`config.mk`:
```
export PLATFORM = sky130hd
export DESIGN_NAME = brrb_front
export DESIGN_NICKNAME = d
export VERILOG_FILES = /design/src/hdl/brrb_pkg.sv /design/src/hdl/brrb_front.sv
export SDC_FILE = /design/constraint.sdc
export NUM_CORES = 1
export LEC_CHECK = 0
export ABC_CLOCK_PERIOD_IN_PS = 2300
export BUFFER_PORTS_ARGS = -buffer_cell sky130_fd_sc_hd__buf_2
export CORE_MARGIN = 4
export CORE_UTILIZATION = 47
export CTS_BUF_LIST = sky130_fd_sc_hd__clkbuf_16
export DETAILED_ROUTE_END_ITERATION = 16
export PLACE_DENSITY = 0.92
export SYNTH_ARGS = -nofsm -noshare
export SYNTH_HDL_FRONTEND = slang
export SYNTH_SLANG_ARGS = --single-unit
```
`constraint.sdc`:
```
create_clock -name clk -period 2.3 [get_ports clk]
set_clock_uncertainty 0.05 [all_clocks]
set_input_delay 0 -clock clk [delete_from_list [all_inputs] [get_ports clk]]
set_output_delay 0 -clock clk [all_outputs]
set_load 0.05 [all_outputs]
```
`src/hdl/brrb_pkg.sv`:
```
// ----------------------------------------------------------------------------
// brrb_pkg: shared types and constants of the bit-reversal reorder buffer
// field widths, command codes, reset values and the read tag format
// ----------------------------------------------------------------------------
package brrb_pkg;

	// fixed field widths
	localparam int LOG_SIZE_W = 4;
	localparam int ELEM_W     = 64;
	localparam int POS_W      = 12;

	// defaults for the top level parameters
	localparam int DEF_LOG_MAX_DEPTH = 12;
	localparam int DEF_DATA_WIDTH    = 64;

	// log_size after reset
	localparam int LOG_SIZE_RESET = 12;

	// entries of the result queue in the back end
	localparam int QUEUE_DEPTH = 4;

	// item command codes
	typedef enum logic {
		CMD_DATA  = 1'b0,
		CMD_DRAIN = 1'b1
	} cmd_t;

	// read issued by the front end, travels alongside the bank read
	typedef struct packed {
		logic             vld;
		logic [POS_W-1:0] pos;
		logic             last;
	} rd_tag_t;

endpackage

```
`src/hdl/brrb_front.sv`:
```
// ----------------------------------------------------------------------------
// brrb_front: item intake and frame bookkeeping
// writes data items in natural order, issues bit-reversed reads of the
// completed bank and swaps the banks at the end of each frame
// ----------------------------------------------------------------------------
module brrb_front #(
	parameter int LOG_MAX_DEPTH = brrb_pkg::DEF_LOG_MAX_DEPTH,
	parameter int DATA_WIDTH    = brrb_pkg::DEF_DATA_WIDTH
) (
	input  logic                              clk,
	input  logic                              arst_n,
	input  logic                              accept,
	input  logic                              command,
	input  logic [brrb_pkg::ELEM_W-1:0]       value,
	input  logic                              cfg_wr_en,
	input  logic [brrb_pkg::LOG_SIZE_W-1:0]   cfg_wr_data,
	output logic                              ram_we,
	output logic [LOG_MAX_DEPTH:0]            ram_waddr,
	output logic [DATA_WIDTH-1:0]             ram_wdata,
	output logic                              ram_re,
	output logic [LOG_MAX_DEPTH:0]            ram_raddr,
	output brrb_pkg::rd_tag_t                 rd_tag
);

	localparam int AW = LOG_MAX_DEPTH;
	localparam int LW = $clog2(LOG_MAX_DEPTH + 1);
	localparam int RST_EFF = (brrb_pkg::LOG_SIZE_RESET > LOG_MAX_DEPTH) ?
		LOG_MAX_DEPTH : brrb_pkg::LOG_SIZE_RESET;
	localparam logic [AW-1:0] RST_MASK = AW'((1 << RST_EFF) - 1);
	localparam logic [LW-1:0] RST_RSH  = LW'(AW - RST_EFF);

	logic [AW-1:0] wr_idx_q;
	logic [AW-1:0] rd_idx_q;
	logic          avail_q;
	logic          wbank_q;
	logic [AW-1:0] mask_q;
	logic [LW-1:0] rsh_q;

	logic [LW-1:0] eff_c;
	logic [AW:0]   len_c;
	logic [AW-1:0] rev_c;
	logic [AW-1:0] src_c;
	logic          is_data;

	// clamp of the written frame size
	always_comb begin
		if (cfg_wr_data == '0) begin
			eff_c = LW'(1);
		end else if (int'(cfg_wr_data) > LOG_MAX_DEPTH) begin
			eff_c = LW'(LOG_MAX_DEPTH);
		end else begin
			eff_c = LW'(cfg_wr_data);
		end
		len_c = (AW+1)'(1) << eff_c;
	end

	// reverse over the full index width, then align to the frame size
	always_comb begin
		for (int k = 0; k < AW; k++) begin
			rev_c[k] = rd_idx_q[AW-1-k];
		end
		src_c = rev_c >> rsh_q;
	end

	assign is_data = (brrb_pkg::cmd_t'(command) == brrb_pkg::CMD_DATA);

	assign ram_we    = accept && is_data;
	assign ram_waddr = {wbank_q, wr_idx_q};
	assign ram_wdata = value[DATA_WIDTH-1:0];
	assign ram_re    = accept && avail_q;
	assign ram_raddr = {~wbank_q, src_c};

	assign rd_tag.vld  = ram_re;
	assign rd_tag.pos  = brrb_pkg::POS_W'(rd_idx_q);
	assign rd_tag.last = (rd_idx_q == mask_q);

	always_ff @(posedge clk or negedge arst_n) begin
		if (!arst_n) begin
			wr_idx_q <= '0;
			rd_idx_q <= '0;
			avail_q  <= 1'b0;
			wbank_q  <= 1'b0;
			mask_q   <= RST_MASK;
			rsh_q    <= RST_RSH;
		end else if (cfg_wr_en) begin
			wr_idx_q <= '0;
			rd_idx_q <= '0;
			avail_q  <= 1'b0;
			wbank_q  <= 1'b0;
			mask_q   <= AW'(len_c - (AW+1)'(1));
			rsh_q    <= LW'(AW) - eff_c;
		end else if (accept) begin
			if (avail_q) begin
				if (rd_idx_q == mask_q) begin
					rd_idx_q <= '0;
					avail_q  <= 1'b0;
				end else begin
					rd_idx_q <= rd_idx_q + AW'(1);
				end
			end
			// a full frame swaps banks and drops what was left unread
			if (is_data) begin
				if (wr_idx_q == mask_q) begin
					wr_idx_q <= '0;
					wbank_q  <= ~wbank_q;
					rd_idx_q <= '0;
					avail_q  <= 1'b1;
				end else begin
					wr_idx_q <= wr_idx_q + AW'(1);
				end
			end
		end
	end

endmodule

```
Word-level counts from Yosys, hierarchy flattened
Cells that the tools add are included.
Word-level totals
  register bits: 42
  RAM bits: 0
  ROM bits: 0
  memories: 0
  bits in latches: 0
  output and inout port bits: 106
  input bits: 73
  word-level logic and storage cells: 47
Operators by class
  divide/modulo/power cells: 0
  shifts and indexed selects: 2
  eq/ne operators: 3
  reduce and logical (&&, ||, !) cells: 7
  muxes and demuxes: 22
  magnitude comparators: 1
  bitwise gates (word level): 2
  $add $sub $neg: 4
  $mul: 0
Operators by type and width (count)
  12-bit two-way mux: 10
  12-bit by 1-bit adder with 12-bit output (second input constant): 2
  12-bit == test: 2
  1-bit by 4-bit left shift with 12-bit output (first input constant): 1
  12-bit by 4-bit >> shifter with 12-bit output: 1
  12-bit by 1-bit subtractor with 12-bit output (second input constant): 1
  1-bit two-way mux: 10
  4-bit two-way mux: 2
  4-bit > comparator (second input constant): 1
  4-bit zero test: 1
  2-bit nonzero test: 2
  4-bit subtractor (first input constant): 1
  3-bit AND reduction: 1
  1-bit logical AND: 2
  2-bit by 1-bit != test with 1-bit output (second input constant): 1
  1-bit inverter: 2
  2-bit AND reduction: 1

Longest topological paths before layout
  depth in word-level cells: 7
  mapped depth: 11
  gate-level depth less buffers: 9

Least setup slack after synthesis
Ideal clock, no wire load.
  path kind: reg2out
  from: register rd_idx_q[0]
  to: output ram_raddr[10]
  data required time: 2250 ps
  cell stages (with the launch flop): 3
  buffers on the path: 0
  setup slack: -158 ps
  arrival: 2408 ps
  cell sequence: dfrtp_1 mux2i_1 nor4_1
Between the ends
  cells in the longest elaborated chain, start to end: 1
RTL lines
  from (decl): line brrb_front.sv:33  | logic [AW-1:0] rd_idx_q;
  from (signal assigned): line brrb_front.sv:98  | rd_idx_q <= rd_idx_q + AW'(1);
  12-bit by 4-bit >> shifter with 12-bit output: line brrb_front.sv:62  | src_c = rev_c >> rsh_q;
  to (decl): line brrb_front.sv:21  | output logic [LOG_MAX_DEPTH:0] ram_raddr,
Every way passes these cells.

Worst setup path after layout
  from: register mask_q[7]
  to: register rd_idx_q[7]
Between the ends
  cells in the longest elaborated chain, start to end: 7
  elaborated cells on any way between the ends: 8
  those cells by class: eq/ne (2); mux (6)
RTL lines
  from (decl): line brrb_front.sv:36  | logic [AW-1:0] mask_q;
  from (signal assigned): line brrb_front.sv:90  | mask_q <= AW'(len_c - (AW+1)'(1));
  12-bit == test: line brrb_front.sv:94  | if (rd_idx_q == mask_q) begin
  12-bit two-way mux: line brrb_front.sv:94
  12-bit two-way mux: line brrb_front.sv:93  | if (avail_q) begin
  12-bit two-way mux: line brrb_front.sv:103  | if (wr_idx_q == mask_q) begin
  12-bit two-way mux (*): line brrb_front.sv:102  | if (is_data) begin
  12-bit two-way mux (*): line brrb_front.sv:92  | end else if (accept) begin
  12-bit two-way mux (*): line brrb_front.sv:85  | end else if (cfg_wr_en) begin
Every way passes the cells marked *; elsewhere a longest branch is shown, timed or not. The select of a mux whose other input is x is not followed.
A chain may end at the register's enable or synchronous reset.

==> flow_metrics.env <==
export IMPL_status="complete, no violations"
export IMPL_end_kind="flip-flop"
export IMPL_p_sw_frac=0.350
export IMPL_synth_edf_count=0
export IMPL_crit_chain="xnor2_1, nand4_2, nor4_4, buf_4, nor3_2, a221o_1"
export IMPL_layout_nets=548
export IMPL_grt_pass1_vias=3391
export IMPL_final_hold_violation_count=0
export IMPL_syn_nets=510
export IMPL_setup_viol_count_final=0
export IMPL_p_int_mw=1.50
export IMPL_firstDrtPassIters=5
export IMPL_nFillCells=655
export IMPL_vias_per_cell=5.87
export IMPL_cts_tree="done"
export IMPL_antenna_found_initial=0
export IMPL_clockBufferDepth=2
export IMPL_worstMarginPinSlew_ns=0.951
export IMPL_pwr_share_seq=0.379
export IMPL_dp_hpwl_mm=6.36
export IMPL_cp_num_buf_inv=1
export IMPL_maxCapViolations=0
export IMPL_postSynth_asyncResetShare=1.00
export IMPL_initialDrtViolationCount=323
export IMPL_worst_setup_path_type="reg -> reg"
export IMPL_cts_buffers=5
export IMPL_fin_crit_ns=2.12
export IMPL_finalSetupTns_ns=0
export IMPL_slew_limit_headroom=0.366
export IMPL_cp_slowest_cell="dfstp_2"
export IMPL_synth_seq_cells=42
export IMPL_p_switching_mw=0.808
export IMPL_slew_viol_final=0
export IMPL_grt_first_pass_wirelength_mm=16.2
export IMPL_synth_avg_cell_area_um2=8.68
export IMPL_grt_max_degree=43
export IMPL_h_tree_depth=2
export IMPL_clkTransAtPathRegs_ns=0.06
export IMPL_power_mw=2.31
export IMPL_cp_start_kind="flip-flop"
export IMPL_critPathRequiredTime_ns=2.42
export IMPL_cp_arrival_ns=2.24
export IMPL_post_cts_buffers=0
export IMPL_power_frac_clock=0.346
export IMPL_area_growth_synth_to_final_pct=17.1
export IMPL_post_drt_wl_per_cell_um=17.3
export IMPL_place_ws_ns=0.178
export IMPL_die_h_um=96.9
export IMPL_die_area_mm2=0.00939
export IMPL_rsz0062_at_grt="false"
export IMPL_worst_path_largest_cell_delay_ns=0.57
export IMPL_ir_worst_vdd_mv=0.294
export IMPL_synthFlopType="dfrtp_1"
export IMPL_drive_gt1_frac=0.227
export IMPL_drt_wl_total_mm=9.85
export IMPL_timing_final_ws_setup_ns=0.181
export IMPL_syn_cell_area_mm2=0.00371
export IMPL_hold_class="in -> reg"
export IMPL_port_buffers=50
export IMPL_cts_sinks=42
export IMPL_fin_crit_sh=0.921
export IMPL_p_comb_frac=0.275
export IMPL_max_freq_ghz=0.472
export IMPL_grt_use_total=0.203
export IMPL_leakage_nw=1.92
export IMPL_vias=3339
export IMPL_core_area_mm2=0.00769
export IMPL_ioPinCount=179
export IMPL_clk_latency_ns=0.28
export IMPL_rows=32
export IMPL_overflow=0
export IMPL_worst_path_max_fanout=22
export IMPL_yosysSeqAreaShare=0.287
export IMPL_synth_cell_types=58
export IMPL_drc=0
export IMPL_ant_nets=0
export IMPL_diodes=0
export IMPL_routabilityCongestion=0.909
export IMPL_path_delay_family="simple AND/OR/NAND/NOR gates"
export IMPL_p_per_area_mw_per_mm2=531
export IMPL_die_w_um=96.9
export IMPL_yosys_warnings=0
export IMPL_synthCells=428
export IMPL_cts_root_buf="clkbuf_16"
export IMPL_start_util=0.483
[synth_stat cells, drive strengths merged (10+ instances only)]
master,n,area (µm²)
a21oi,16,80.1
buf,82,617
clkbuf,13,50.0
dfrtp,30,751
dfstp,12,315
inv,12,45.0
mux2i,11,110
nand2,38,143
nor2,32,120
nor3,10,60.1
nor4,13,130
o21ai,15,75.1
xnor2,15,131
xor2,20,175
[worst reg2reg max path, delay by kind of cell (launching register included)]
kind	cells	cell delay, ns
and+or+nand+nor	3	0.64
DFF	1	0.57
AOI/OAI and AO/OA	1	0.30
buffers and inverters	1	0.29
xor gates and xnor gates	1	0.16
[registers in the layout, indices dropped and copies added, names as in the netlist]
signal    count
mask_q       12
rd_idx_q     12
wr_idx_q     12
rsh_q         4
avail_q       1
wbank_q       1
[path summary, 6_finish.rpt]
check                      slack [ns]                      end                  start  cells past startpoint
setup / recovery                 0.18  rd_idx_q[7]$_DFFE_PN0P_  mask_q[7]$_DFFE_PN1P_                      6
hold / removal                   0.03    mask_q[6]$_DFFE_PN1P_         cfg_wr_data[2]                      3
setup reg to reg                 0.18  rd_idx_q[7]$_DFFE_PN0P_  mask_q[7]$_DFFE_PN1P_                      6
hold reg to reg                  0.47    mask_q[1]$_DFFE_PN1P_  mask_q[1]$_DFFE_PN1P_                      2
max in group asynchronous        1.17     rsh_q[1]$_DFFE_PN0P_                 arst_n                      2
min in group asynchronous        0.36  wr_idx_q[2]$_DFFE_PN0P_                 arst_n                      2
[metal layers]
layer / global-route usage / vias up / wire length (µm)
met5: 0 / - / 0
met4: 0.0670 / 0 / 206
met3: 0.0360 / 27 / 722
met2: 0.353 / 213 / 5020
met1: 0.254 / 1583 / 3900
li1: - / 1516 / -
[repair_timing]
| item | in CTS | in global routing |
|---|---|---|
| hold buffers | 66 | 0 |
| endpoints found under the hold margin | 95 | 0 |
| setup endpoints to repair | 0 | 11 |
| gates resized for setup | 0 | 2 |
[cells by family (layout without fill, tap and decap cells)]
logic type | count (synthesis) | count (layout) | synth area share
flops | 42 | 42 | 0.287
simple gates | 146 | 146 | 0.224
compound gates | 69 | 69 | 0.121
xor+xnor | 35 | 35 | 0.0825
fa+ha+maj | 9 | 9 | 0.0303
buf+inv | 107 | 146 | 0.192
mux | 20 | 20 | 0.0630
[per-stage QoR]
stage | std cells | area [µm²] | util | hold slack, ns
floorplan | 428 | 3730 | - | -0.346
global route | 569 | 4350 | 0.566 | 0.0515
CTS | 569 | 4340 | 0.565 | 0.0301
detailed placement | 495 | 3520 | 0.457 | -0.0497
finish | 569 | 4350 | 0.566 | 0.0299
global placement | 495 | 3520 | 0.457 | -0.0497
[area by class of cell]
type                    count  area, µm²  area share
inverters                  12       45.0      0.0104
well taps                 102        128      0.0294
repair buffers            126        986       0.227
clock inverters             3       40.0     0.00921
multi-input cells         279       1960       0.450
flip-flops and latches     42       1070       0.245
clock buffers               5        125      0.0288
[layout by cell type (no fill, tap or decap), types with 7 or more instances in the layout]
cell	synthesis	layout
a21oi_1	16	16
a31oi_1	9	9
buf_2	6	50
buf_4	68	10
dfrtp_1	30	29
dfstp_2	12	12
dlygate4sd3_1	0	66
ha_1	9	9
inv_1	12	12
mux2_2	7	7
mux2i_1	11	11
nand2_1	38	38
nand4_1	7	7
nor2_1	32	32
nor3_1	8	8
nor4_1	8	7
nor4b_1	9	9
o21ai_0	15	15
xnor2_1	15	15
xor2_1	20	20
[power by group through the flow]
| stage | registers, mW | clock network [mW] | logic [mW] |
|---|---|---|---|
| 2_1_floorplan | 0.842 | 0 | 0.577 |
| 3_3_place_gp | 0.880 | 0 | 0.309 |
| 3_5_place_dp | 0.885 | 0 | 0.320 |
| 4_1_cts | 0.873 | 0.797 | 0.632 |
| 5_1_grt | 0.884 | 0.840 | 0.672 |
| 6_report | 0.875 | 0.798 | 0.634 |
No activity file was read; power rests on OpenSTA's default activity.
