File: src/hdl/brrb_pkg.sv
// ----------------------------------------------------------------------------
// brrb_pkg: shared types and constants of the bit-reversal reorder buffer
// field widths, command codes, reset values and the read tag format
// ----------------------------------------------------------------------------
package brrb_pkg;

	// fixed field widths
	localparam int LOG_SIZE_W = 4;
	localparam int ELEM_W     = 64;
	localparam int POS_W      = 12;

	// defaults for the top level parameters
	localparam int DEF_LOG_MAX_DEPTH = 12;
	localparam int DEF_DATA_WIDTH    = 64;

	// log_size after reset
	localparam int LOG_SIZE_RESET = 12;

	// entries of the result queue in the back end
	localparam int QUEUE_DEPTH = 4;

	// item command codes
	typedef enum logic {
		CMD_DATA  = 1'b0,
		CMD_DRAIN = 1'b1
	} cmd_t;

	// read issued by the front end, travels alongside the bank read
	typedef struct packed {
		logic             vld;
		logic [POS_W-1:0] pos;
		logic             last;
	} rd_tag_t;

endpackage

File: src/hdl/brrb_back.sv
// ----------------------------------------------------------------------------
// brrb_back: result queue
// pairs bank read data with its tag and holds results until taken
// ----------------------------------------------------------------------------
module brrb_back #(
	parameter int DATA_WIDTH = brrb_pkg::DEF_DATA_WIDTH
) (
	input  logic                           clk,
	input  logic                           arst_n,
	input  brrb_pkg::rd_tag_t              rd_tag,
	input  logic [DATA_WIDTH-1:0]          rd_data,
	output logic                           ready,
	output logic                           rsp_valid,
	input  logic                           rsp_stall,
	output logic [brrb_pkg::ELEM_W-1:0]    element,
	output logic [brrb_pkg::POS_W-1:0]     position,
	output logic                           frame_last
);

	localparam int QD = brrb_pkg::QUEUE_DEPTH;
	localparam int QA = $clog2(QD);

	brrb_pkg::rd_tag_t tag_s1;

	logic [DATA_WIDTH-1:0]        q_elem [QD];
	logic [brrb_pkg::POS_W-1:0]   q_pos  [QD];
	logic                         q_last [QD];
	logic [QA-1:0]                wr_ptr_q;
	logic [QA-1:0]                rd_ptr_q;
	logic [QA:0]                  cnt_q;

	logic push;
	logic pop;

	assign push = tag_s1.vld;
	assign pop  = rsp_valid && !rsp_stall;

	// room for what is queued plus the read in flight
	assign ready = ((cnt_q + (QA+1)'(tag_s1.vld)) < (QA+1)'(QD));

	always_ff @(posedge clk or negedge arst_n) begin
		if (!arst_n) begin
			tag_s1 <= '0;
		end else begin
			tag_s1 <= rd_tag;
		end
	end

	always_ff @(posedge clk) begin
		if (push) begin
			q_elem[wr_ptr_q] <= rd_data;
			q_pos[wr_ptr_q]  <= tag_s1.pos;
			q_last[wr_ptr_q] <= tag_s1.last;
		end
	end

	always_ff @(posedge clk or negedge arst_n) begin
		if (!arst_n) begin
			wr_ptr_q <= '0;
			rd_ptr_q <= '0;
			cnt_q    <= '0;
		end else begin
			if (push) begin
				wr_ptr_q <= wr_ptr_q + QA'(1);
			end
			if (pop) begin
				rd_ptr_q <= rd_ptr_q + QA'(1);
			end
			case ({push, pop})
				2'b10:   cnt_q <= cnt_q + (QA+1)'(1);
				2'b01:   cnt_q <= cnt_q - (QA+1)'(1);
				default: cnt_q <= cnt_q;
			endcase
		end
	end

	assign rsp_valid  = (cnt_q != '0);
	assign element    = brrb_pkg::ELEM_W'(q_elem[rd_ptr_q]);
	assign position   = q_pos[rd_ptr_q];
	assign frame_last = q_last[rd_ptr_q];

endmodule

File: config.mk
export PLATFORM = sky130hd
export DESIGN_NAME = brrb_back
export DESIGN_NICKNAME = d
export VERILOG_FILES = /design/src/hdl/brrb_pkg.sv /design/src/hdl/brrb_back.sv
export SDC_FILE = /design/constraint.sdc
export NUM_CORES = 1
export LEC_CHECK = 0
export BUFFER_PORTS_ARGS = -buffer_cell sky130_fd_sc_hd__buf_2
export CELL_PAD_IN_SITES_DETAIL_PLACEMENT = 1
export CELL_PAD_IN_SITES_GLOBAL_PLACEMENT = 1
export CORE_ASPECT_RATIO = 0.8
export CORE_MARGIN = 1.5
export CORE_UTILIZATION = 54
export DETAILED_ROUTE_END_ITERATION = 10
export GPL_ROUTABILITY_DRIVEN = 0
export GPL_TIMING_DRIVEN = 0
export PLACE_DENSITY_LB_ADDON = 0.3
export SLEW_MARGIN = 20
export SYNTH_ARGS = -nofsm -noshare
export SYNTH_HDL_FRONTEND = slang
export SYNTH_SLANG_ARGS = --single-unit
File: constraint.sdc
create_clock -name clk -period 5.2 [get_ports clk]
set_clock_uncertainty 0.2 [all_clocks]
set_input_delay 0 -clock clk [delete_from_list [all_inputs] [get_ports clk]]
set_output_delay 0 -clock clk [all_outputs]
set_load 0.03 [all_outputs]
; Yosys cells after proc, flatten, opt, wreduce, memory -nomap -nowiden
; Memories as Yosys holds them, arrays and structs flattened.
; Index checks and enable logic that the tools add are counted.
[word_totals]
elab_cells = 24
ramBits = 308
output_inout_bits = 79
register_bits = 21
mem_count = 3
inputBits = 81
[op_classes]
reduce_logical = 4
addsub = 5
eq_ne = 2
n_mux = 3
order_cmp = 1
[mem_list]
columns = memory, words, width, read_ports, rd_ports_with_merged_regs, write_ports, line_no
row1 = q_elem, 4, 64, 1, 0, 1, brrb_back.sv:25  ; logic [DATA_WIDTH-1:0] q_elem [QD];
row2 = q_pos, 4, 12, 1, 0, 1, brrb_back.sv:26  ; logic [brrb_pkg::POS_W-1:0] q_pos [QD];
row3 = q_last, 4, 1, 1, 0, 1, brrb_back.sv:27  ; logic q_last [QD];
[op_table]
columns = cell, n
row1 = case mux 3 bit (2 select lines), 1
row2 = "adder 2 x 1 -> 2 bit, second input constant", 2
row3 = adder 3 x 1 -> 3 bit, 1
row4 = "adder 3 x 1 -> 3 bit, second input constant", 1
row5 = "< comparator 3 bit, second input constant", 1
row6 = nonzero test 3 bit, 1
row7 = "subtractor 3 x 1 -> 3 bit, second input constant", 1
row8 = "== test 2 x 1 -> 1 bit, second input constant", 1
row9 = "== test 2 bit, second input constant", 1
row10 = 2-to-1 mux 1 bit, 2
row11 = nonzero test 2 bit, 1
row12 = logical AND 1 bit, 1
row13 = logical NOT 1 bit, 1

; Longest topological paths before layout
; Gate-level depths: netlist of the first run.
[depth]
ltp_word = 4
mapped_depth = 8
ltp_nobuf = 8

; Worst setup path before layout of the first run
; No wires, ideal clock.
[synth_timing]
path_kind = reg2reg
start = register wr_ptr_q[0]
end = memory q_elem[0][0] in the netlist's numbering, enable pin
path_slack_ns = 2.140
required_ns = 4.557
synth_period_minus_slack_ns = 3.060
arrival_time_ns = 2.417
stages_incl_launch_ff = 4
n_path_buf = 0
setup_ns = 0.443
path_cell_list = dfrtp_1 > inv_1 > ha_1 > and2_1
[synth_lines]
columns = item, line_no
row1 = start: declaration, brrb_back.sv:28  ; logic [QA-1:0] wr_ptr_q;
row2 = start signal: assignment, brrb_back.sv:64  ; wr_ptr_q <= wr_ptr_q + QA'(1);
row3 = end: declaration, brrb_back.sv:25
; No word-level cell before the write port.

; Worst setup path in the final report of the first run
[layout_timing]
start = register rd_ptr_q[1]
end = output port element[52] in the netlist's numbering
[layout_via]
elab_chain_cells = 1
[layout_lines]
columns = item, line_no
row1 = start: declaration, brrb_back.sv:29  ; logic [QA-1:0] rd_ptr_q;
row2 = start signal: assignment, brrb_back.sv:67  ; rd_ptr_q <= rd_ptr_q + QA'(1);
row3 = memory (4 x 64 bit), n/a
row4 = end: declaration, brrb_back.sv:15  ; output logic [brrb_pkg::ELEM_W-1:0] element,
; Every way passes these cells.

==> metrics.md, run 1 <==
| Metric | Value |
|---|---|
| Root Driver | clkbuf_16 |
| CTS Sinks | roughly 330 |
| Worst-Margin Slew | ~0.73 ns |
| CP Capture Type | output pin |
| First drt pass iteration count | 4 |
| Global route total overflow | 0 |
| Syn Inst Count | about 460 |
| CTS tree | done |
| RR Startpoint | cnt_q[0] |
| CP Class | flip-flop to output pin |
| Syn Area/Cell | between 20 and 30 µm² |
| Syn Nets | 544 |
| Fmax | roughly 400 MHz |
| Initial DRC count | 458 |
| Max-Cap Viols | 0 |
| Pin count of the biggest net entering global routing | 43 |
| Slew HR | 0.510 |
| Multi-input combinational cell area | between 1500 and 2000 µm² |
| # IOs | 160 |
| Max Fanout on Critical Path | 10 |
| Clock latency on the worst-skew pair | around 0.54 ns |
| Filler cells | between 1.5k and 2k |
| Tot Pwr | between 8 and 9 mW |
| Final min period | ~2.5 ns |
| Worst vdd ir | around 0.0004 V |
| Buffers on Ports | between 150 and 200 |
| Register-to-register path setup slack | approximately 2.8 ns |
| DP Wirelength | roughly 15 mm |
| Clk pin slew, worst setup/hold paths | around 0.06 ns |
| DRT Wirelength | about 27 mm |
| Layout cells sized above 1 | 0.389 |
| CP max stage cell | mux4_2 |
| Hold Fails Final Rpt | 0 |
| Clk buf depth | 3 |
| Critical path buffers and inverters | 4 |
| Delay-heaviest family, CP | buffers and inverters |
| Startpoint Class | flip-flop |
| Power density cells | 586 nW/µm² |
| CP peak stage delay | ~0.36 ns |
| Vias in the first global route | 6680 |
| Via count | ~6k |
| RSZ-0062 raised after global routing | false |
| Min-Delay Endpoint | q_elem[3][26] |
| Crit path DAT | between 2 and 2.5 ns |
| Vias per cell | 5.56 |
| Total CTS buffers | 31 |
| Die outline area | approximately 23000 µm² |
| Synth cell types | 21 |
| Drt drc | 0 |
| Starting density of the core | 0.551 |
| Status | finished, final reports clean |
| CP cell instances | buf_2 -> buf_2 -> buf_2 -> mux4_2 -> buf_2 |
| CP Data Required Time | approximately 5 ns |
| Synth-to-layout area growth | 28.1% |
| Worst hold path depth | 2 |
| Leak | 5.40 nW |
| Die Height | 136 µm |
| Total Routing Usage GR | 0.241 |
| H-tree levels | 1 |
| Initial antenna violation count | 1 |
| Fin crit share | 0.486 |
| Post-route setup TNS | 0 ns |
| Sequential fraction of the synthesis area | 0.822 |
| Core area | ~22000 µm² |
| Worst flop-to-flop path endpoint | cnt_q[2] |
| Core Rows | 48 |
| Yosys reg bits | ~330 |
| First-pass GRT wire length | around 40 mm |
| Cell Area, Synth | roughly 12000 µm² |
| Worst reg-to-reg path cell count | 8 |
| # setup viols final | 0 |
| CP most frequent cell | buf_2 |
| Ys Warns | 0 |
| Worst Hold Class | input port to flip-flop |
| DR WL/cell | about 25 µm |
| Fin nets | ~850 |
| Slew Viols, Final | 0 |
| Hold path startpoint | rd_data[26] |
| Die Wd | approximately 170 µm |
| Antenna-violating nets left | 0 |
| Register area | around 9800 µm² |
[per-layer routing]
metal	up-vias	wire [µm]	GRT usage
li1	2545	-	-
met1	3090	10700	0.309
met2	209	14000	0.424
met3	54	1400	0.0467
met4	0	729	0.0734
met5	-	0	0
[cells in the mapped netlist]
library cell / n / share of area
and2_1: 4 / 0.0021
buf_12: 2 / 0.0034
buf_2: 7 / 0.0029
buf_4: 4 / 0.0025
buf_6: 1 / 0.00095
clkbuf_1: 5 / 0.0016
dfrtp_1: 21 / 0.044
edfxtp_1: 308 / 0.78
fa_1: 1 / 0.0017
ha_1: 5 / 0.0053
inv_1: 7 / 0.0022
mux2i_1: 1 / 0.00084
mux4_2: 77 / 0.15
nand2_1: 1 / 0.00032
nand3_1: 1 / 0.00042
nor2_1: 2 / 0.00063
nor3_1: 1 / 0.00042
nor3b_2: 1 / 0.0011
o21ai_0: 1 / 0.00042
xnor2_1: 1 / 0.00074
xor2_1: 6 / 0.0044
[area by class of cell]
class	count	share of cell area
diodes	1	0.000164
clock buffers	37	0.0544
well taps	275	0.0226
inverters	7	0.00173
flip-flops and latches	329	0.642
plain buffers	19	0.00888
clock inverters	20	0.0124
repair buffers	270	0.129
multi-input cells	102	0.129
[logic make-up after synthesis]
kind of cell | Yosys count | synth area share
flip-flops | 329 | 0.822
multiplexers | 78 | 0.147
buffers and inverters | 26 | 0.0136
AND/OR/NAND/NOR | 10 | 0.00495
XOR/XNOR | 7 | 0.00516
adder cells (fa/ha/maj) | 6 | 0.00695
AO/OA/AOI/OAI | 1 | 0.000421
[registers in the layout, indices dropped and copies added (netlist names)]
register / cells
q_elem: 256
q_pos: 48
tag_s1: 13
q_last: 4
cnt_q: 3
rd_ptr_q: 2
wr_ptr_q: 2
push: 1
[worst max-delay path by stage]
stage / endpoint / start / depth (start not counted)
after floorplan: q_elem[0][0] / wr_ptr_q[0] / 3
after global placement: q_elem[1][41] / push / 2
after detailed placement: cnt_q[1] / cnt_q[0] / 6
after CTS: element[46] / rd_ptr_q[1] / 5
after global routing: element[46] / rd_ptr_q[1] / 5
final: element[52] / rd_ptr_q[1] / 5
[worst reg2reg max path: stages, from the launching register on]
cell and delay (ns):
dfrtp_1 0.44, nor3_1 0.51, nor2_1 0.16, ha_1 0.26, inv_1 0.08, fa_1 0.19, xor2_1 0.20, nor2_1 0.10
xor2_1 0.16
[placed cells by master (no fill, tap or decap), types with 5 or more instances in the layout]
master,count
buf_2,167
dlygate4sd3_1,106
mux4_2,77
inv_1,7
ha_1,5
clkinv_2,7
clkbuf_1,8
clkbuf_16,31
xor2_1,6
edfxtp_1,308
clkinv_1,9
dfrtp_1,21
[stage by stage]
stage	instance area [µm²]	utilization	hold slack [ns]	instances	setup WS, ns
after floorplan	11900	-	-0.496	457	2.14
after global placement	13000	0.604	-0.210	891	0.726
after detailed placement	13100	0.609	-0.199	895	2.96
after CTS	15200	0.706	0.00000161	1058	2.58
after global routing	15200	0.706	0.0132	1060	2.56
final	15200	0.706	0.00867	1060	2.67
[where the power goes]
part           internal, mW  leakage (nW)  total, mW  switching (mW)
clock                  1.32         0.505       2.26           0.941
sequential             3.44          3.07       3.59           0.150
combinational          1.13          1.82       3.07            1.94
[timing repair]
action | 4_1_cts | 5_1_grt
hold buffers | 106 | 1
gates resized for setup | 0 | 0
endpoints found under the setup margin | 0 | 0
endpoints found under the hold margin | 295 | 21
setup buffers | 0 | 0
Note: power is estimated with default switching activity, not from simulation.
==> run 2: changes to the inputs <==
--- a/config.mk
+++ b/config.mk
@@ -10,7 +10,7 @@
 export CELL_PAD_IN_SITES_GLOBAL_PLACEMENT = 1
 export CORE_ASPECT_RATIO = 0.8
 export CORE_MARGIN = 1.5
-export CORE_UTILIZATION = 54
+export CORE_UTILIZATION = 45
 export DETAILED_ROUTE_END_ITERATION = 10
 export GPL_ROUTABILITY_DRIVEN = 0
 export GPL_TIMING_DRIVEN = 0
==> constraint.sdc (replaced) <==
create_clock -name clk -period 2.3 [get_ports clk]
set_clock_uncertainty 0.2 [all_clocks]
set_input_delay 0 -clock clk [delete_from_list [all_inputs] [get_ports clk]]
set_output_delay 0 -clock clk [all_outputs]
set_load 0.03 [all_outputs]
==> run 2 against run 1 <==
  * Flip-flop and latch count did not move
  * Via count shrank 2.1%
  * Routed wire length decreased by 5.7%
  * Cell count is 6.5% higher
  * Combinational power rose by 130%
  * Worst setup slack got worse by 2.6 ns
  * First-iteration DRC count shrank 26%
  * Clock power is 140% higher
  * Total power grew 130%
  * Register-to-register slack lost 2.6 ns
  * Sequential share of layout area shrank 0.76 points
  * Final area rose by 1.2%
  * Largest power group unchanged
  * Highest routed layer unchanged
==> metrics.md, run 2 (same netlist as run 1, synthesis figures left out) <==
| Metric | Value |
|---|---|
| Status | finished, final reports clean |
| Fin crit share | 0.976 |
| Core area | about 26000 µm² |
| Register area | just under 10000 µm² |
| Most frequent cells in the layout | edfxtp_1, buf_2, dlygate4sd3_1 |
| Die Height | about 150 µm |
| Clock latency on the worst-skew pair | 0.52 ns |
| Final setup margin | roughly 0.056 ns |
| Total Routing Usage GR | 0.194 |
| Critical path buffers and inverters | 4 |
| Via count | about 5.8k |
| Slew Viols, Final | 0 |
| Die Wd | ~180 µm |
| Slew HR | 0.539 |
| Leak | approximately 5.4 nW |
| Worst-Margin Slew | approximately 0.7 ns |
| First-pass GRT wire length | 39.0 mm |
| First drt pass iteration count | 7 |
| Largest registers | q_elem x256, q_pos x48, tag_s1 x13 |
| Clk buf depth | 3 |
| Buffers on Ports | 159 |
| CP Data Required Time | approximately 2.1 ns |
| CP max stage cell | mux4_2 |
| Initial DRC count | 341 |
| CTS tree | done |
| Starting density of the core | 0.464 |
| DRT Wirelength | between 20 and 30 mm |
| Worst vdd ir | 0.000930 V |
| CP most frequent cell | buf_12 |
| Final min period | between 2 and 2.5 ns |
| Vias per cell | slightly above 5 |
| # setup viols final | 0 |
| Biggest register | q_elem |
| Max-Cap Viols | 0 |
| Delay-heaviest family, CP | buffers and inverters |
| Vias in the first global route | 6699 |
| Die outline area | 27400 µm² |
| Filler cells | between 2k and 2.5k |
| Setup WS pre-CTS | 0.0501 ns |
| Global route total overflow | 0 |
| DP Wirelength | roughly 14 mm |
| H-tree levels | 2 |
| Core Rows | 52 |
| CP Capture Type | output pin |
| Register-to-register path setup slack | ~0.18 ns |
| Crit path DAT | 2.04 ns |
| CP peak stage delay | between 0.5 and 0.6 ns |
| Hold Fails Final Rpt | 0 |
| CP Class | flip-flop to output pin |
| Layout cells sized above 1 | 0.405 |
| Fin nets | between 800 and 900 |
| Multi-input combinational cell area | roughly 2000 µm² |
| Fmax | approximately 450 MHz |
| Pin count of the biggest net entering global routing | 46 |
| Startpoint Class | flip-flop |
| Max reg flops | around 260 |
| # IOs | 160 |
| Antenna-violating nets left | 0 |
| CTS Sinks | approximately 330 |
| Worst hold slack | about 0.028 ns |
| Initial antenna violation count | 0 |
| Number of inserted diodes | 0 |
| Total CTS buffers | 34 |
| Drt drc | 0 |
| Clk pin slew, worst setup/hold paths | roughly 0.06 ns |
| Worst Hold Class | input port to flip-flop |
| CP cell instances | buf_12 -> buf_12 -> buf_12 -> mux4_2 -> buf_2 |
| Root Driver | clkbuf_16 |
| Synth-to-layout area growth | 29.6% |
| DR WL/cell | roughly 22 µm |
| Most common cell after layout, fill and taps aside | edfxtp_1 |
| Power density cells | between 1000 and 1500 nW/µm² |
| Max Fanout on Critical Path | 10 |
-- run 2: changes by cell type in the layout (fill, tap and decap cells not counted), sizes merged --
cell,change
clkinvlp,+3
buf,+1
bufinv,-1
clkbuf,+11
clkinv,-9
diode,-1
dlygate4sd3,-11
-- run 2: stage by stage --
step	cell area (µm²)	std cells	util	total power [mW]	TNS (ns)
after floorplan	11900	457	-	12.9	0
after global placement	13100	967	0.512	14.7	-221.04
after detailed placement	13200	971	0.517	15.0	0
after CTS	15400	1128	0.600	20.8	-0.00610
after global routing	15400	1129	0.601	21.5	-0.0121
final	15400	1129	0.601	20.6	0
-- run 2: timing repair --
action                                  in CTS  in global routing
resized for setup                           13                  8
pin swaps                                    0                  1
hold buffers                                95                  1
buffers inserted                             1                  0
endpoints found under the hold margin      295                 21
endpoints found under the setup margin      60                148
-- run 2: where the power goes --
group          internal, mW  total [mW]  switching (mW)
Clock                  3.33        5.51            2.18
Combinational          2.68        7.02            4.34
Sequential             7.77        8.07           0.295
-- run 2: final timing paths --
check / depth (start not counted) / startpoint / endpoint
min in group asynchronous: 4 / arst_n / rd_ptr_q[1]
min: 2 / rd_data[56] / q_elem[2][56]
min reg2reg: 0 / tag_s1[3] / q_pos[0][2]
max in group asynchronous: 4 / arst_n / wr_ptr_q[0]
max reg2reg: 4 / wr_ptr_q[1] / q_elem[1][1]
max: 5 / rd_ptr_q[0] / position[5]
-- run 2: layer usage --
layer  track usage  up-vias  wire length [µm]
met1         0.246     3027             10500
met2         0.335      175             13000
met4        0.0537        0               427
met5             0        -                 0
met3        0.0480       43              1400
li1              -     2529                 -
-- run 2: cell type report --
class | count | area share
plain buffers | 19 | 0.0123
repair buffers | 260 | 0.122
inverters | 7 | 0.00171
clock buffers | 48 | 0.0641
multi-input cells | 102 | 0.128
well taps | 351 | 0.0285
flip-flops and latches | 329 | 0.634
clock inverters | 13 | 0.00926
==> run 3: changes to the inputs <==
==> constraint.sdc (replaced) <==
create_clock -name clk -period 2.3 [get_ports clk]
set_clock_uncertainty 0.2 [all_clocks]
set_input_delay 0.23 -clock clk [delete_from_list [all_inputs] [get_ports clk]]
set_output_delay 0.23 -clock clk [all_outputs]
set_load 0.03 [all_outputs]
==> run 3 against run 2 <==
  * Hold slack improved by 0.029 ns
  * Routed wire length is 7.6% higher
  * Largest cell class unchanged
  * The run now ends with setup timing left
  * Critical path type unchanged
  * Combinational power grew 23%
  * Sequential power is essentially flat
  * Critical endpoint is now element[27]
  * Global-route usage is 0.49 points higher
  * Die area unchanged
  * Via count rose by 1.7%
  * Non-clock buffer count fell by 8
==> metrics.md, run 3 (same netlist as run 1, synthesis figures left out) <==
| Metric | Value |
|---|---|
| First drt pass iteration count | 5 |
| CTS tree | done |
| Final min period | between 2 and 2.5 ns |
| DRT Wirelength | about 27 mm |
| CTS Sinks | approximately 330 |
| CP Data Required Time | roughly 1.9 ns |
| # setup viols final | slightly below 80 |
| Hold Fails Final Rpt | 0 |
| Vias per cell | 5.22 |
| Worst hold slack | 0.0571 ns |
| Worst Setup SP | rd_ptr_q[0] |
| Total Routing Usage GR | 0.199 |
| Die outline area | 27400 µm² |
| Register-to-register path setup slack | 0.15 ns |
| Fmax | roughly 400 MHz |
| Layout cells sized above 1 | 0.422 |
| Worst-Margin Slew | roughly 0.6 ns |
| Worst Setup EP | element[27] |
| Initial DRC count | approximately 310 |
| RR Startpoint | cnt_q[0] |
| DR WL/cell | about 24 µm |
| Clk pin slew, worst setup/hold paths | ~0.060 ns |
| CP Class | flip-flop to output pin |
| Starting density of the core | 0.464 |
| Max reg flops | between 200 and 300 |
| Largest registers | q_elem x256, q_pos x48, tag_s1 x13 |
| RSZ-0062 raised after global routing | true |
| Synth-to-layout area growth | 33.5% |
| Worst vdd ir | between 0.001 and 0.0015 V |
| Startpoint Class | flip-flop |
| Pin count of the biggest net entering global routing | between 40 and 50 |
| Failing checks | setup timing |
| DP Wirelength | 14.0 mm |
| Clock latency on the worst-skew pair | approximately 0.52 ns |
| Worst reg-to-reg path cell count | 8 |
| Worst flop-to-flop path endpoint | cnt_q[2] |
| Fin crit share | 1.06 |
| First-pass GRT wire length | 39.8 mm |
| Slew HR | 0.592 |
| Fin nets | between 800 and 900 |
| Root Driver | clkbuf_16 |
| Core area | between 20000 and 30000 µm² |
| Buffers on Ports | roughly 160 |
| Die Height | ~150 µm |
| Global route total overflow | 0 |
| Max-Cap Viols | 0 |
| Crit path DAT | ~2 ns |
| Slew Viols, Final | 0 |
| CP Capture Type | output pin |
| Most frequent cells in the layout | edfxtp_1, buf_2, dlygate4sd3_1 |
| Status | finished, violations left |
| Filler cells | 2172 |
| Worst Hold Class | input port to asynchronous set/reset pin |
| H-tree levels | 2 |
| Clk buf depth | 3 |
| Most common cell after layout, fill and taps aside | edfxtp_1 |
| Antenna-violating nets left | 0 |
| Biggest register | q_elem |
| Total CTS buffers | 34 |
| Power density cells | ~1400 nW/µm² |
| Max Fanout on Critical Path | 5 |
| # IOs | 160 |
| Setup WS pre-CTS | around 0.050 ns |
| Number of inserted diodes | 0 |
| Drt drc | 0 |
| Final setup margin | -0.136 ns |
| Vias in the first global route | ~6.8k |
| Die Wd | roughly 180 µm |
| Via count | between 5k and 6k |
| Leak | 5.61 nW |
| Initial antenna violation count | 1 |
| Core Rows | 52 |
## run 3: cell count changes in the layout (fill, tap and decap cells not counted), sizes merged
cell         change
and2             +4
dlygate4sd3     -15
buf              +7
## run 3: final cells by class
class,count,area [µm²],area share
plain buffers,18,231,0.0146
clock buffers,48,987,0.0622
clock inverters,13,143,0.00899
inverters,7,26.3,0.00166
multi-input cells,106,2000,0.126
flip-flops and latches,329,9780,0.616
well taps,351,439,0.0277
repair buffers,253,2270,0.143
## run 3: worst min-delay path by stage
stage / startpoint / endpoint / slack [ns] / depth (start not counted)
global route: arst_n / tag_s1[1] / 0.08 / 2
global placement: arst_n / tag_s1[1] / 0.03 / 1
finish: arst_n / tag_s1[1] / 0.06 / 2
CTS: arst_n / rd_ptr_q[1] / 0.03 / 2
detailed placement: arst_n / tag_s1[1] / 0.04 / 1
floorplan: arst_n / cnt_q[0] / -0.27 / 0
## run 3: what timing repair did
action                                  4_1_cts  5_1_grt
endpoints found under the hold margin       293        0
endpoints found under the setup margin       77      237
buffers inserted                              4        1
cloned                                        3        6
pin swaps                                     0        3
hold buffers                                 80        0
gates resized for setup                     146        5
## run 3: routing by layer
layer / vias to the layer above / global-route usage / part of all wire
met5: - / 0 / 0
met2: 211 / 0.348 / 0.52
met1: 3104 / 0.244 / 0.39
li1: 2516 / - / -
met4: 0 / 0.0545 / 0.016
met3: 39 / 0.0563 / 0.069
## run 3: critical path, stage by stage (launching register included)
cell	delay (ns)
dfrtp_1	0.38
buf_12	0.15
buf_12	0.14
buf_12	0.13
mux4_2	0.53
buf_6	0.17
## run 3: per-stage QoR
| stage | area (µm²) | util | cells | TNS (ns) | power, mW |
|---|---|---|---|---|---|
| 2_1_floorplan | 11900 | - | 457 | 0 | 12.9 |
| 4_1_cts | 15800 | 0.615 | 1119 | -9.93 | 22.2 |
| 6_report | 15900 | 0.619 | 1125 | -7.53 | 22.2 |
| 3_5_place_dp | 13200 | 0.517 | 971 | 0 | 15.0 |
| 3_3_place_gp | 13100 | 0.512 | 967 | -221.04 | 14.7 |
| 5_1_grt | 15900 | 0.619 | 1125 | -12.77 | 23.1 |
## run 3: power breakdown
group | total [mW] | internal (mW) | switching, mW
clock network | 5.54 | 3.33 | 2.21
logic | 8.62 | 3.86 | 4.76
registers | 8.08 | 7.77 | 0.308
total | 22.2 | 15.0 | 7.27
